[src/sv/xcorr_pkg.sv]
`timescale 1ns / 1ps
// Shared types and constants of the full cross-correlation block.
// No dependencies.
package xcorr_pkg;

    localparam int SAMPLE_W     = 16;
    localparam int PROD_W       = 32;
    localparam int CORR_W       = 37;
    localparam int TIDX_W       = 5;
    localparam int TCNT_W       = 6;
    localparam int MAX_TAPS_DEF = 32;
    localparam int PADDR_W      = 3;
    localparam int PDATA_W      = 32;

    localparam logic [TCNT_W-1:0] TAP_COUNT_RESET = 6'd32;

    // queue between front and back; depth is a power of two
    localparam int QUEUE_DEPTH = 2;
    localparam int QP_W        = $clog2(QUEUE_DEPTH);
    localparam int QC_W        = $clog2(QUEUE_DEPTH + 1);

    localparam logic OP_LOAD   = 1'b0;
    localparam logic OP_SIGNAL = 1'b1;

    // register word index (paddr[2])
    localparam logic REG_TAP_COUNT = 1'b0;

    typedef struct packed {
        logic                       op;
        logic [TIDX_W-1:0]          tap_index;
        logic signed [SAMPLE_W-1:0] sample;
        logic                       last;
    } xcorr_item_t;

endpackage

[src/sv/xcorr_ram.sv]
`timescale 1ns / 1ps
// Generic single-write, single-read RAM with registered read data.
// No dependencies.
module xcorr_ram #(
    parameter int WIDTH = 16,
    parameter int DEPTH = 32
) (
    input  logic                     clk,
    input  logic                     we,
    input  logic [$clog2(DEPTH)-1:0] waddr,
    input  logic [WIDTH-1:0]         wdata,
    input  logic [$clog2(DEPTH)-1:0] raddr,
    output logic [WIDTH-1:0]         rdata
);

    logic [WIDTH-1:0] mem [DEPTH];
    logic [WIDTH-1:0] rdata_reg;

    always_ff @(posedge clk)
    begin
        if (we)
        begin
            mem[waddr] <= wdata;
        end
        rdata_reg <= mem[raddr];
    end

    assign rdata = rdata_reg;

endmodule

[src/sv/xcorr_front.sv]
`timescale 1ns / 1ps
// Input side: takes item transfers and holds them in a short queue for the back end.
// Depends on xcorr_pkg.
module xcorr_front (
    input  logic                            clk,
    input  logic                            rst_n,
    input  logic                            item_valid,
    output logic                            item_stall,
    input  logic                            op,
    input  logic [xcorr_pkg::TIDX_W-1:0]    tap_index,
    input  logic signed [xcorr_pkg::SAMPLE_W-1:0] sample,
    input  logic                            last,
    output logic                            q_valid,
    output xcorr_pkg::xcorr_item_t          q_item,
    input  logic                            q_pop
);
    import xcorr_pkg::*;

    xcorr_item_t       entry_reg [QUEUE_DEPTH];
    logic [QP_W-1:0]   wp_reg;
    logic [QP_W-1:0]   wp_next;
    logic [QP_W-1:0]   rp_reg;
    logic [QP_W-1:0]   rp_next;
    logic [QC_W-1:0]   count_reg;
    logic [QC_W-1:0]   count_next;
    logic              push;
    logic              pop;
    xcorr_item_t       in_item;

    assign item_stall = (count_reg == QC_W'(QUEUE_DEPTH));
    assign push       = item_valid && !item_stall;
    assign q_valid    = (count_reg != '0);
    assign pop        = q_pop && q_valid;
    assign q_item     = entry_reg[rp_reg];

    always_comb
    begin
        in_item.op        = op;
        in_item.tap_index = tap_index;
        in_item.sample    = sample;
        in_item.last      = (op == OP_SIGNAL) ? last : 1'b0;
    end

    always_comb
    begin
        wp_next    = push ? wp_reg + QP_W'(1) : wp_reg;
        rp_next    = pop ? rp_reg + QP_W'(1) : rp_reg;
        count_next = count_reg;
        if (push && !pop)
        begin
            count_next = count_reg + QC_W'(1);
        end
        else if (pop && !push)
        begin
            count_next = count_reg - QC_W'(1);
        end
    end

    always_ff @(posedge clk)
    begin
        if (push)
        begin
            entry_reg[wp_reg] <= in_item;
        end
    end

    always_ff @(posedge clk or negedge rst_n)
    begin
        if (!rst_n)
        begin
            wp_reg    <= '0;
            rp_reg    <= '0;
            count_reg <= '0;
        end
        else
        begin
            wp_reg    <= wp_next;
            rp_reg    <= rp_next;
            count_reg <= count_next;
        end
    end

endmodule

[src/sv/xcorr_mac.sv]
`timescale 1ns / 1ps
// Back end: reference and history stores, shared multiply-accumulate, tail flush, output register.
// Depends on xcorr_pkg and xcorr_ram.
module xcorr_mac #(
    parameter int MAX_TAPS = xcorr_pkg::MAX_TAPS_DEF
) (
    input  logic                            clk,
    input  logic                            rst_n,
    input  logic [xcorr_pkg::TCNT_W-1:0]    tap_count,
    input  logic                            q_valid,
    input  xcorr_pkg::xcorr_item_t          q_item,
    output logic                            q_pop,
    output logic                            result_valid,
    input  logic                            result_stall,
    output logic signed [xcorr_pkg::CORR_W-1:0] corr_value,
    output logic                            last_out
);
    import xcorr_pkg::*;

    localparam int AW = $clog2(MAX_TAPS);
    localparam int NW = $clog2(MAX_TAPS + 1);

    localparam logic [1:0] S_IDLE  = 2'd0;
    localparam logic [1:0] S_MAC   = 2'd1;
    localparam logic [1:0] S_DRAIN = 2'd2;

    logic [1:0]                 state_reg, state_next;
    logic [AW-1:0]              wp_reg, wp_next;
    logic [AW-1:0]              hp_reg, hp_next;
    logic [NW-1:0]              k_reg, k_next;
    logic [NW-1:0]              n_reg, n_next;
    logic [NW-1:0]              tail_reg, tail_next;
    logic                       last_reg, last_next;
    logic [MAX_TAPS-1:0]        hvalid_reg, hvalid_next;
    logic                       rd_v_reg, rd_v_next;
    logic                       hv_reg, hv_next;
    logic                       prod_v_reg;
    logic signed [PROD_W-1:0]   prod_reg;
    logic signed [CORR_W-1:0]   acc_reg, acc_next;
    logic                       res_v_reg, res_v_next;
    logic signed [CORR_W-1:0]   corr_reg;
    logic                       last_out_reg;

    logic [NW-1:0]              n_act;
    logic                       out_free;
    logic                       emit;
    logic                       ref_we;
    logic [AW-1:0]              ref_waddr;
    logic [AW-1:0]              ref_raddr;
    logic [SAMPLE_W-1:0]        ref_rdata;
    logic                       hist_we;
    logic [SAMPLE_W-1:0]        hist_rdata;
    logic signed [SAMPLE_W-1:0] mul_a;
    logic signed [SAMPLE_W-1:0] mul_b;

    function automatic logic [AW-1:0] ring_inc(input logic [AW-1:0] p);
        ring_inc = (p == AW'(MAX_TAPS - 1)) ? '0 : p + AW'(1);
    endfunction

    function automatic logic [AW-1:0] ring_dec(input logic [AW-1:0] p);
        ring_dec = (p == '0) ? AW'(MAX_TAPS - 1) : p - AW'(1);
    endfunction

    always_comb
    begin
        priority if (tap_count == '0)
        begin
            n_act = NW'(1);
        end
        else if (int'(tap_count) > MAX_TAPS)
        begin
            n_act = NW'(MAX_TAPS);
        end
        else
        begin
            n_act = NW'(tap_count);
        end
    end

    assign ref_we    = (state_reg == S_IDLE) && q_valid && (q_item.op == OP_LOAD)
                       && (int'(q_item.tap_index) < MAX_TAPS);
    assign ref_waddr = AW'(q_item.tap_index);
    assign ref_raddr = AW'(n_reg - k_reg - NW'(1));
    assign hist_we   = (state_reg == S_IDLE) && q_valid && (q_item.op == OP_SIGNAL);

    xcorr_ram #(.WIDTH(SAMPLE_W), .DEPTH(MAX_TAPS)) u_ref_ram (
        .clk   (clk),
        .we    (ref_we),
        .waddr (ref_waddr),
        .wdata (q_item.sample),
        .raddr (ref_raddr),
        .rdata (ref_rdata)
    );

    xcorr_ram #(.WIDTH(SAMPLE_W), .DEPTH(MAX_TAPS)) u_hist_ram (
        .clk   (clk),
        .we    (hist_we),
        .waddr (wp_reg),
        .wdata (q_item.sample),
        .raddr (hp_reg),
        .rdata (hist_rdata)
    );

    assign out_free = !res_v_reg || !result_stall;
    assign emit     = (state_reg == S_DRAIN) && !rd_v_reg && !prod_v_reg && out_free;
    assign q_pop    = (state_reg == S_IDLE);

    always_comb
    begin
        state_next  = state_reg;
        wp_next     = wp_reg;
        hp_next     = hp_reg;
        k_next      = k_reg;
        n_next      = n_reg;
        tail_next   = tail_reg;
        last_next   = last_reg;
        hvalid_next = hvalid_reg;
        rd_v_next   = 1'b0;
        hv_next     = hvalid_reg[hp_reg];
        acc_next    = prod_v_reg
                      ? acc_reg + {{(CORR_W - PROD_W){prod_reg[PROD_W-1]}}, prod_reg}
                      : acc_reg;
        res_v_next  = res_v_reg && result_stall;

        unique case (state_reg)
            S_IDLE:
            begin
                if (hist_we)
                begin
                    hvalid_next[wp_reg] = 1'b1;
                    hp_next    = wp_reg;
                    wp_next    = ring_inc(wp_reg);
                    k_next     = '0;
                    n_next     = n_act;
                    last_next  = q_item.last;
                    tail_next  = q_item.last ? n_act - NW'(1) : '0;
                    acc_next   = '0;
                    state_next = S_MAC;
                end
            end
            S_MAC:
            begin
                rd_v_next = 1'b1;
                hp_next   = ring_dec(hp_reg);
                k_next    = k_reg + NW'(1);
                if (k_reg == n_reg - NW'(1))
                begin
                    state_next = S_DRAIN;
                end
            end
            S_DRAIN:
            begin
                if (emit)
                begin
                    res_v_next = 1'b1;
                    if (tail_reg != '0)
                    begin
                        // shift a zero into the history
                        hvalid_next[wp_reg] = 1'b0;
                        hp_next    = wp_reg;
                        wp_next    = ring_inc(wp_reg);
                        k_next     = '0;
                        tail_next  = tail_reg - NW'(1);
                        acc_next   = '0;
                        state_next = S_MAC;
                    end
                    else
                    begin
                        if (last_reg)
                        begin
                            hvalid_next = '0;
                        end
                        state_next = S_IDLE;
                    end
                end
            end
            default:
            begin
                state_next = S_IDLE;
            end
        endcase
    end

    assign mul_a = signed'(ref_rdata);
    assign mul_b = hv_reg ? signed'(hist_rdata) : '0;

    always_ff @(posedge clk)
    begin
        prod_reg <= mul_a * mul_b;
        acc_reg  <= acc_next;
        hp_reg   <= hp_next;
        k_reg    <= k_next;
        n_reg    <= n_next;
        tail_reg <= tail_next;
        last_reg <= last_next;
        hv_reg   <= hv_next;
        if (emit)
        begin
            corr_reg     <= acc_reg;
            last_out_reg <= last_reg && (tail_reg == '0);
        end
    end

    always_ff @(posedge clk or negedge rst_n)
    begin
        if (!rst_n)
        begin
            state_reg  <= S_IDLE;
            wp_reg     <= '0;
            hvalid_reg <= '0;
            rd_v_reg   <= 1'b0;
            prod_v_reg <= 1'b0;
            res_v_reg  <= 1'b0;
        end
        else
        begin
            state_reg  <= state_next;
            wp_reg     <= wp_next;
            hvalid_reg <= hvalid_next;
            rd_v_reg   <= rd_v_next;
            prod_v_reg <= rd_v_reg;
            res_v_reg  <= res_v_next;
        end
    end

    assign result_valid = res_v_reg;
    assign corr_value   = corr_reg;
    assign last_out     = last_out_reg;

endmodule

[src/sv/full_cross_correlation_top.sv]
`timescale 1ns / 1ps
// Full cross-correlation top: APB register, input queue and MAC back end.
// Each signal item gives one result; one with last set adds n-1 tail results, fed zeros
// (n = active taps). One load item per cycle while the back end is idle and the queue has room;
// a signal item holds the single MAC, and the next item waits until its last result is emitted.
// Reset: tap_count = 32, sample history reads as zeros, reference store undefined until loaded.
module full_cross_correlation_top #(
    parameter int MAX_TAPS = xcorr_pkg::MAX_TAPS_DEF
) (
    input  logic                                  clk,
    input  logic                                  rst_n,
    input  logic                                  psel,
    input  logic                                  penable,
    input  logic                                  pwrite,
    input  logic [xcorr_pkg::PADDR_W-1:0]         paddr,
    input  logic [xcorr_pkg::PDATA_W-1:0]         pwdata,
    output logic [xcorr_pkg::PDATA_W-1:0]         prdata,
    output logic                                  pready,
    input  logic                                  item_valid,
    output logic                                  item_stall,
    input  logic                                  op,
    input  logic [xcorr_pkg::TIDX_W-1:0]          tap_index,
    input  logic signed [xcorr_pkg::SAMPLE_W-1:0] sample,
    input  logic                                  last,
    output logic                                  result_valid,
    input  logic                                  result_stall,
    output logic signed [xcorr_pkg::CORR_W-1:0]   corr_value,
    output logic                                  last_out
);
    import xcorr_pkg::*;

    logic [TCNT_W-1:0] tap_count_reg;
    logic              cfg_wr;
    logic              q_valid;
    logic              q_pop;
    xcorr_item_t       q_item;

    assign pready = 1'b1;
    assign cfg_wr = psel && penable && pwrite && pready && (paddr[2] == REG_TAP_COUNT);
    assign prdata = (paddr[2] == REG_TAP_COUNT)
                    ? {{(PDATA_W - TCNT_W){1'b0}}, tap_count_reg} : '0;

    always_ff @(posedge clk or negedge rst_n)
    begin
        if (!rst_n)
        begin
            tap_count_reg <= TAP_COUNT_RESET;
        end
        else if (cfg_wr)
        begin
            tap_count_reg <= pwdata[TCNT_W-1:0];
        end
    end

    xcorr_front u_front (
        .clk        (clk),
        .rst_n      (rst_n),
        .item_valid (item_valid),
        .item_stall (item_stall),
        .op         (op),
        .tap_index  (tap_index),
        .sample     (sample),
        .last       (last),
        .q_valid    (q_valid),
        .q_item     (q_item),
        .q_pop      (q_pop)
    );

    xcorr_mac #(.MAX_TAPS(MAX_TAPS)) u_mac (
        .clk          (clk),
        .rst_n        (rst_n),
        .tap_count    (tap_count_reg),
        .q_valid      (q_valid),
        .q_item       (q_item),
        .q_pop        (q_pop),
        .result_valid (result_valid),
        .result_stall (result_stall),
        .corr_value   (corr_value),
        .last_out     (last_out)
    );

endmodule

[config.mk]
export PLATFORM = sky130hd
export DESIGN_NAME = full_cross_correlation_top
export DESIGN_NICKNAME = d
export VERILOG_FILES = /design/src/sv/xcorr_pkg.sv /design/src/sv/xcorr_ram.sv /design/src/sv/xcorr_front.sv /design/src/sv/xcorr_mac.sv /design/src/sv/full_cross_correlation_top.sv
export SDC_FILE = /design/constraint.sdc
export NUM_CORES = 2
export LEC_CHECK = 0
export BUFFER_PORTS_ARGS = -buffer_cell sky130_fd_sc_hd__buf_2
export CORE_ASPECT_RATIO = 2
export CORE_MARGIN = 10
export CORE_UTILIZATION = 68
export DETAILED_ROUTE_END_ITERATION = 7
export GPL_ROUTABILITY_DRIVEN = 0
export PLACE_DENSITY = 0.88
export SLEW_MARGIN = 20
export SYNTH_ARGS = -nofsm -noshare
export SYNTH_HDL_FRONTEND = slang
export SYNTH_SLANG_ARGS = --single-unit
[constraint.sdc]
create_clock -name clk -period 20.8 [get_ports clk]
set_clock_uncertainty 0.15 [all_clocks]
set_input_delay 1.04 -clock clk [delete_from_list [all_inputs] [get_ports clk]]
set_output_delay 1.04 -clock clk [all_outputs]
set_load 0.02 [all_outputs]
==> results.txt <==
Ant diodes -> 0
Cell mode on critical path -> fa_1
Max Clock Freq -> 123.0 MHz
Setup-failing EPs final -> 0
Critical Path Start Type -> flop
Register area -> 37,340 um2
PostCTS Resize Cnt -> 0
Slew Viols, Final -> 0
Rel. slew slack -> 25.04%
Distinct cells, synth -> 81
CP Data Arrival Time -> 8.59 ns
DP Worst Slack -> 12.89 ns
CTS Hold Bufs -> 0
Dpl cells -> 4,821
WP buf/inv -> 5
Critical path's top delay family -> adder cells
CTS tree -> done
Clk buf depth -> 3
Final setup TNS -> 0 ns
Seq/Total Area, Yosys -> 61.57%
Synth warn -> 0
Crit-path slowest cell -> fa_1
Status -> finished, final reports clean
Vias per cell -> 6.885
Final antenna-violating net count -> 0
Worst Path Required -> 21.26 ns
Port bufs -> 82
Main synth FF type -> edfxtp_1
Final Non-Filler Cells -> 5,008
Row cnt -> 154
CTS sink cnt -> 1,286
Worst Setup Slack, final -> 12.67 ns
Wirelength per Cell -> 31.37 um
Core ar. -> 88,250 um2
Number of synthesized flops with an enable pin -> 1,132
Die X-Extent -> 231.2 um
H-tree Lvls -> 3
Die outline area -> 102,200 um2
Post-DP HPWL -> 96,210 um
Synth async-reset ratio -> 4.044%
Synth Cell Area -> 60,640 um2
Post-route DRC -> 0
Max-Cap Viols -> 0
Yosys reg bits -> 1,286
Vias -> 34,480
I/O Pins -> 138
Crit Path Max Fanout -> 78
Share of post-route cells with drive strength above 1 -> 19.39%
Vias in the first global route -> 36,450
Commonest cells after routing, fill and taps aside -> edfxtp_1 (1,132), inv_1 (338), mux4_2 (330)
Worst setup EP type -> flop
R2R depth -> 23
Post-Synthesis Cells -> 3,669
Commonest non-fill, non-tap cell in the layout -> edfxtp_1
First-pass GRT wire length -> 236,000 um
Effective utilization at floorplan -> 68.71%
Initial antenna violation count -> 6
Final min period -> 8.131 ns
1st-iter DRT viols -> 3,835
WHS -> 0.2867 ns
Hold crit path type -> input port to asynchronous set/reset pin
Clock transition at path regs -> 0.08 ns
Pre-Repair DR Iteration Count -> 7
Worst Tran Pin Value -> 1.124 ns
Clock Tree Root -> clkbuf_16
Synth-to-Final Area Change -> 8.772%
WP depth -> 23
Final Hold Fails -> 0
GR Util All Layers -> 31.52%
Crit Path Category -> flop to flop
Period utilization -> 39.09%
RSZ-0062 raised after global routing -> false
Post-CTS setup buffer count -> 0
Area of the multi-input gates -> 21,480 um2
Clk_lat worst skew -> 0.75 ns
Die H -> 442.3 um
DRT Wirelength -> 157,100 um
# fillers -> 4,719
Pin count of the biggest net entering global routing -> 139
Cts bufs inserted -> 102
Crit-path cells -> buf_4 -> buf_4 -> and2_1 -> nand2_1 -> fa_1 -> inv_1 -> fa_1 -> fa_1 -> fa_1 -> fa_1 -> inv_1 -> fa_1 -> inv_1 -> ha_1 -> o21ai_0 -> o21ai_1 -> a2111oi_0 -> nor2_1 -> a31oi_1 -> o31ai_1 -> a211o_1 -> a21oi_1 -> xnor2_1
Synthesized area per cell -> 16.53 um2
Grt ovf -> 0
Delay of the slowest critical-path stage -> 0.59 ns
Final nets -> 4,218
worst paths after layout:
kind	from	slack, ns	endpoint
max	u_mac.hv_reg	12.67	u_mac.prod_reg[30]
min	rst_n	0.29	u_front.count_reg[0]
max reg2reg	u_mac.hv_reg	12.67	u_mac.prod_reg[30]
min reg2reg	u_mac.rd_v_reg	0.29	u_mac.prod_v_reg
max in group asynchronous	rst_n	19.63	u_mac.prod_v_reg
min in group clk	u_mac.rd_v_reg	0.29	u_mac.prod_v_reg
synth_stat cells (8+ instances only):
master	number	area [um2]
buf_4	29	217.7
mux2_2	60	675.7
nor2_1	167	626.9
inv_1	338	1269
buf_1	18	67.56
buf_2	11	55.05
xnor2_1	63	551.8
nand2b_1	14	87.58
clkbuf_1	133	499.2
mux2i_1	29	290.3
a31oi_1	22	137.6
a211oi_1	21	157.7
edfxtp_1	1132	33990
nor3_1	14	70.07
nor2b_1	20	125.1
a21o_1	24	180.2
dfxtp_1	102	2042
a21oi_1	70	350.3
and2_1	12	75.07
and3_1	130	813.3
o22ai_1	8	50.05
o21a_1	9	67.56
xor2_1	27	236.5
nand2_1	187	701.9
nand3_1	26	130.1
dfrtp_1	51	1276
ha_1	133	1664
mux4_2	330	7432
fa_1	264	5285
o21ai_0	115	575.6
logic make-up after synthesis:
family / synth area share (%)
flip-flops: 61.57
adder cells (fa/ha/maj): 11.46
other: 0.01239
multiplexers: 13.85
AO/OA/AOI/OAI: 3.462
XOR/XNOR: 1.300
buffers and inverters: 3.502
AND/OR/NAND/NOR: 4.839
layer usage:
layer | track usage (%) | wire length, um | vias up
met1 | 33.28 | 46710 | 17400
li1 | - | - | 13800
met3 | 6.521 | 13320 | 758
met2 | 54.37 | 82270 | 2516
met5 | 0 | 55 | -
met4 | 24.05 | 14730 | 8
layout make-up:
cell class	count	area share, %
flip-flops and latches	1286	56.61
multi-input cells	1877	32.56
clock buffers	135	4.227
well taps	1170	2.220
inverters	339	1.929
repair buffers	150	1.465
clock inverters	51	0.9846
stage by stage:
| step | util (%) | area, um2 |
|---|---|---|
| after global routing | 74.74 | 65960 |
| after floorplan | - | 60730 |
| after detailed placement | 70.72 | 62410 |
| after CTS | 74.61 | 65850 |
| final | 74.74 | 65960 |
| after global placement | 70.71 | 62400 |
Power is left out: the tool's default activity adds up to more than one toggle a clock period on the data nets, which glitch-free logic cannot reach.
